[config.mk]
export PLATFORM = sky130hd
export DESIGN_NAME = tlpt_resp
export DESIGN_NICKNAME = d
export VERILOG_FILES = /design/src/design/tlpt_pkg.sv /design/src/design/tlpt_resp.sv
export SDC_FILE = /design/constraint.sdc
export NUM_CORES = 1
export LEC_CHECK = 0
export BUFFER_PORTS_ARGS = -buffer_cell sky130_fd_sc_hd__buf_2
export CORE_MARGIN = 2
export CORE_UTILIZATION = 40
export DETAILED_ROUTE_END_ITERATION = 6
export PLACE_DENSITY_LB_ADDON = 0.08
export RECOVER_POWER = 25
export SETUP_SLACK_MARGIN = 0.15
export SYNTH_ARGS = -nofsm -noshare
export SYNTH_HDL_FRONTEND = slang
export SYNTH_SLANG_ARGS = --single-unit
[constraint.sdc]
create_clock -name clk -period 0.8 [get_ports clk]
set_input_delay 0.04 -clock clk [delete_from_list [all_inputs] [get_ports clk]]
set_output_delay 0.04 -clock clk [all_outputs]
set_load 0.02 [all_outputs]
[src/design/tlpt_pkg.sv]
// ----------------------------------------------------------------------------
// tlpt_pkg
// Shared types and constants for the two-level page table manager.
// ----------------------------------------------------------------------------
package tlpt_pkg;

  localparam int unsigned IDX_W         = 10;
  localparam int unsigned OFF_W         = 12;
  localparam int unsigned TABLE_ENTRIES = 1024;
  localparam int unsigned DIR_COUNT     = 1024;

  localparam logic [IDX_W-1:0] ALIAS_DIR = 10'd768;
  localparam logic [20:0]      COUNT_MAX = 21'd1048576;
  localparam logic [20:0]      COUNT_RST = 21'd1024;
  localparam logic [OFF_W-1:0] IDENT_FLAGS = 12'h003;  // present + writable

  typedef enum logic [1:0] {
    OP_MAP   = 2'd0,
    OP_UNMAP = 2'd1,
    OP_XLATE = 2'd2,
    OP_NOP   = 2'd3
  } op_t;

  typedef enum logic [1:0] {
    ST_OK         = 2'd0,
    ST_NO_SLOT    = 2'd1,
    ST_ALREADY    = 2'd2,
    ST_NOT_MAPPED = 2'd3
  } status_t;

  typedef enum logic [2:0] {
    S_INIT,
    S_IDLE,
    S_DIR,
    S_CLR,
    S_TRD,
    S_TAB,
    S_RESP
  } state_t;

  typedef struct packed {
    op_t         op;
    logic [31:0] virt_addr;
    logic [19:0] phys_frame;
    logic [11:0] entry_flags;
  } req_word_t;

  typedef struct packed {
    status_t     status;
    logic [31:0] xlate_addr;
    logic [20:0] mapped_count;
  } rsp_word_t;

endpackage

[src/design/tlpt_resp.sv]
// ----------------------------------------------------------------------------
// tlpt_resp
// Output register: holds one result word until the consumer takes it.
// ----------------------------------------------------------------------------
module tlpt_resp (
  input  logic                clk,
  input  logic                rst,
  input  logic                load,
  input  tlpt_pkg::rsp_word_t word,
  output logic                free,
  output logic                rsp_valid,
  input  logic                rsp_ready,
  output tlpt_pkg::rsp_word_t rsp
);

  assign free = !rsp_valid || rsp_ready;

  always_ff @(posedge clk) begin
    if (rst) begin
      rsp_valid <= 1'b0;
    end else if (load) begin
      rsp_valid <= 1'b1;
    end else if (rsp_ready) begin
      rsp_valid <= 1'b0;
    end
  end

  always_ff @(posedge clk) begin
    if (load) begin
      rsp <= word;
    end
  end

endmodule

==> impl_metrics.tcl <==
set metrics [dict create \
    status "finished with violations" \
    violations "setup timing" \
    drtPass1Iterations 4 \
    htreeDepth 2 \
    timing.rr.end "rsp_valid" \
    p_leak_nw 1.37 \
    endpoint "rsp[49]" \
    dp_cells 226 \
    yosysWarnings 0 \
    grt_pass1_wl_um 6180 \
    die_width_um 69.2 \
    critPathBufInv 1 \
    die-area_mm2 0.00478 \
    overflow 0 \
    drv_slew 0 \
    cts_buffer_depth 2 \
    synthesis.area_mm2 0.00170 \
    clockRootBuffer "clkbuf_8" \
    layout-drive-gt1-share_pct 52.3 \
    r2r_start "rsp_valid" \
    clkSinkCount 56 \
    gr-usage-met2_pct 32.4 \
    cpMaxStageDelayCell "edfxtp_1" \
    cp_max_fo 1 \
    layoutNonFillerInstCount 291 \
    rows 23 \
    max-vdd-ir-drop_uv 1290 \
    antenna_found_initial 0 \
    cp.arrival_ns 0.86 \
    ys_seq_elements 56 \
    finalSetupViolations 57 \
    rsz0062_at_grt "yes" \
    cts_buffers 5 \
    final_cell_area_mm2 0.00322 \
    hold_viol 0 \
    rr_worst_depth 3 \
    grtUsageMet3_pct 5.70 \
    busiest_layer "met2" \
    crit_type "reg2out" \
    setup_tns_ns -3.90 \
    ys_seq_area_share_pct 98.5 \
    initial_core_util_pct 42.1 \
    grtUsageMet1_pct 17.6 \
    powerDensity_mw_per_mm2 1890 \
    finalCritPeriodShare_pct 113 \
    crit_family "flip-flops" \
    worst_pin_slew_ns 0.612 \
    start_kind "flop" \
    avgSynthCellArea_um2 28.8 \
    io_pins 116 \
    drc 0 \
    syn2layout_area_growth_pct 89.5 \
    grt_use_total_pct 17.2 \
    drv_cap 0 \
    core_mm2 0.00403 \
    vias 1252 \
    crit_chain "buf_6" \
    worst_ep_required_time_ns 0.76 \
    skew_ns 0 \
    cp.depth 1 \
    wire_per_inst_um 14.3 \
    fin_util_pct 79.8 \
    dp_hpwl_um 2580 \
    dp_slack_ns 0.0951 \
    clk_pin_slew_ns 0.08 \
    yosysUniqueCellTypes 5 \
    portBuffers 115 \
    avgViaCountPerCell 4.30 \
    fmax_mhz 1110 \
    total_power_mw 6.07 \
    grt_pass1_vias 1338 \
    wl_um 4170 \
    gp_congestion 0.714 \
    whs_ns 0.0986 \
    syn_inst 59 \
    rrSetupSlack_ns 0.08 \
    hp-class "in2reg" \
    final.setup.worst_slack_ns -0.104 \
    syn-num-nets 118 \
    dpl-instance-area_mm2 0.00238 \
    critPathLaunch "rsp[49]" \
    diodes 0 \
    insertion_delay_ns 0.29 \
    end_kind "primary output" \
    cts_tree "built" \
    cpPeakStageDelay_ns 0.42 \
    max-slew-margin-rel_pct 59.2 \
    drt_iter0_drc 95 \
    grt_max_degree 32 \
    nets 299 \
    min_period_ns 0.904 \
    chipHeight_um 69.2 \
    antenna_left 0 \
]
==> layout by cell type (no fill, tap or decap), drive strengths merged <==
cell,instances
dfxtp,1
a21oi,1
clkdlybuf4s25,1
buf,115
edfxtp,55
clkinv,1
inv,1
dlygate4sd3,55
nand2b,1
clkbuf,10
==> area by class of cell <==
class,instances,area [µm²]
fill,250,812
multi-input combinational,2,22.5
timing repair buffer,174,1370
sequential,56,1680
tap,50,62.6
clock inverter,1,3.75
inverter,1,3.75
clock buffer,7,76.3
==> sequential cells by signal, summed over array words and instances (netlist names) <==
register	flops
rsp	55
rsp_valid	1
==> worst min-delay path by stage <==
stage,depth (start not counted),to,startpoint
after floorplan,1,rsp_valid,rst
after global placement,2,rsp_valid,rst
after detailed placement,2,rsp_valid,rst
after CTS,3,rsp_valid,rsp_ready
after global routing,4,rsp_valid,rsp_ready
final,4,rsp_valid,rsp_ready
==> cell families after synthesis <==
kind of cell           share of synthesized area (%)
buffers and inverters                          0.221
DFF                                             98.5
AOI/OAI and AO/OA                              0.516
and+or+nand+nor                                0.810
==> report_power, final <==
group	internal, mW	leakage, nW	total (mW)	switching [mW]
combinational	0.589	0.787	1.10	0.510
sequential	3.48	0.547	3.57	0.0883
clock	0.611	0.0399	1.41	0.797
total	4.68	1.37	6.07	1.40
==> synthesized netlist by cell type (all sizes together) <==
cell     n  share of area, %
a21oi    1              0.52
dfxtp    1               1.2
edfxtp  55                97
inv      1              0.22
nand2b   1              0.81
==> per-layer routing <==
| layer | wire (µm) | up-vias | part of all wire, % |
|---|---|---|---|
| met1 | 1470 | 580 | 35 |
| met3 | 295 | 2 | 7.1 |
| met2 | 2390 | 76 | 57 |
| met5 | 0 | - | 0 |
| li1 | - | 594 | - |
| met4 | 21 | 0 | 0.50 |
==> timing repair <==
action	CTS	global route
setup buffers	0	1
resized for setup	22	48
endpoints found under the hold margin	56	0
pin swaps	0	1
hold buffers	56	0
setup endpoints to repair	57	59
Power figures use the tool's default switching activity.
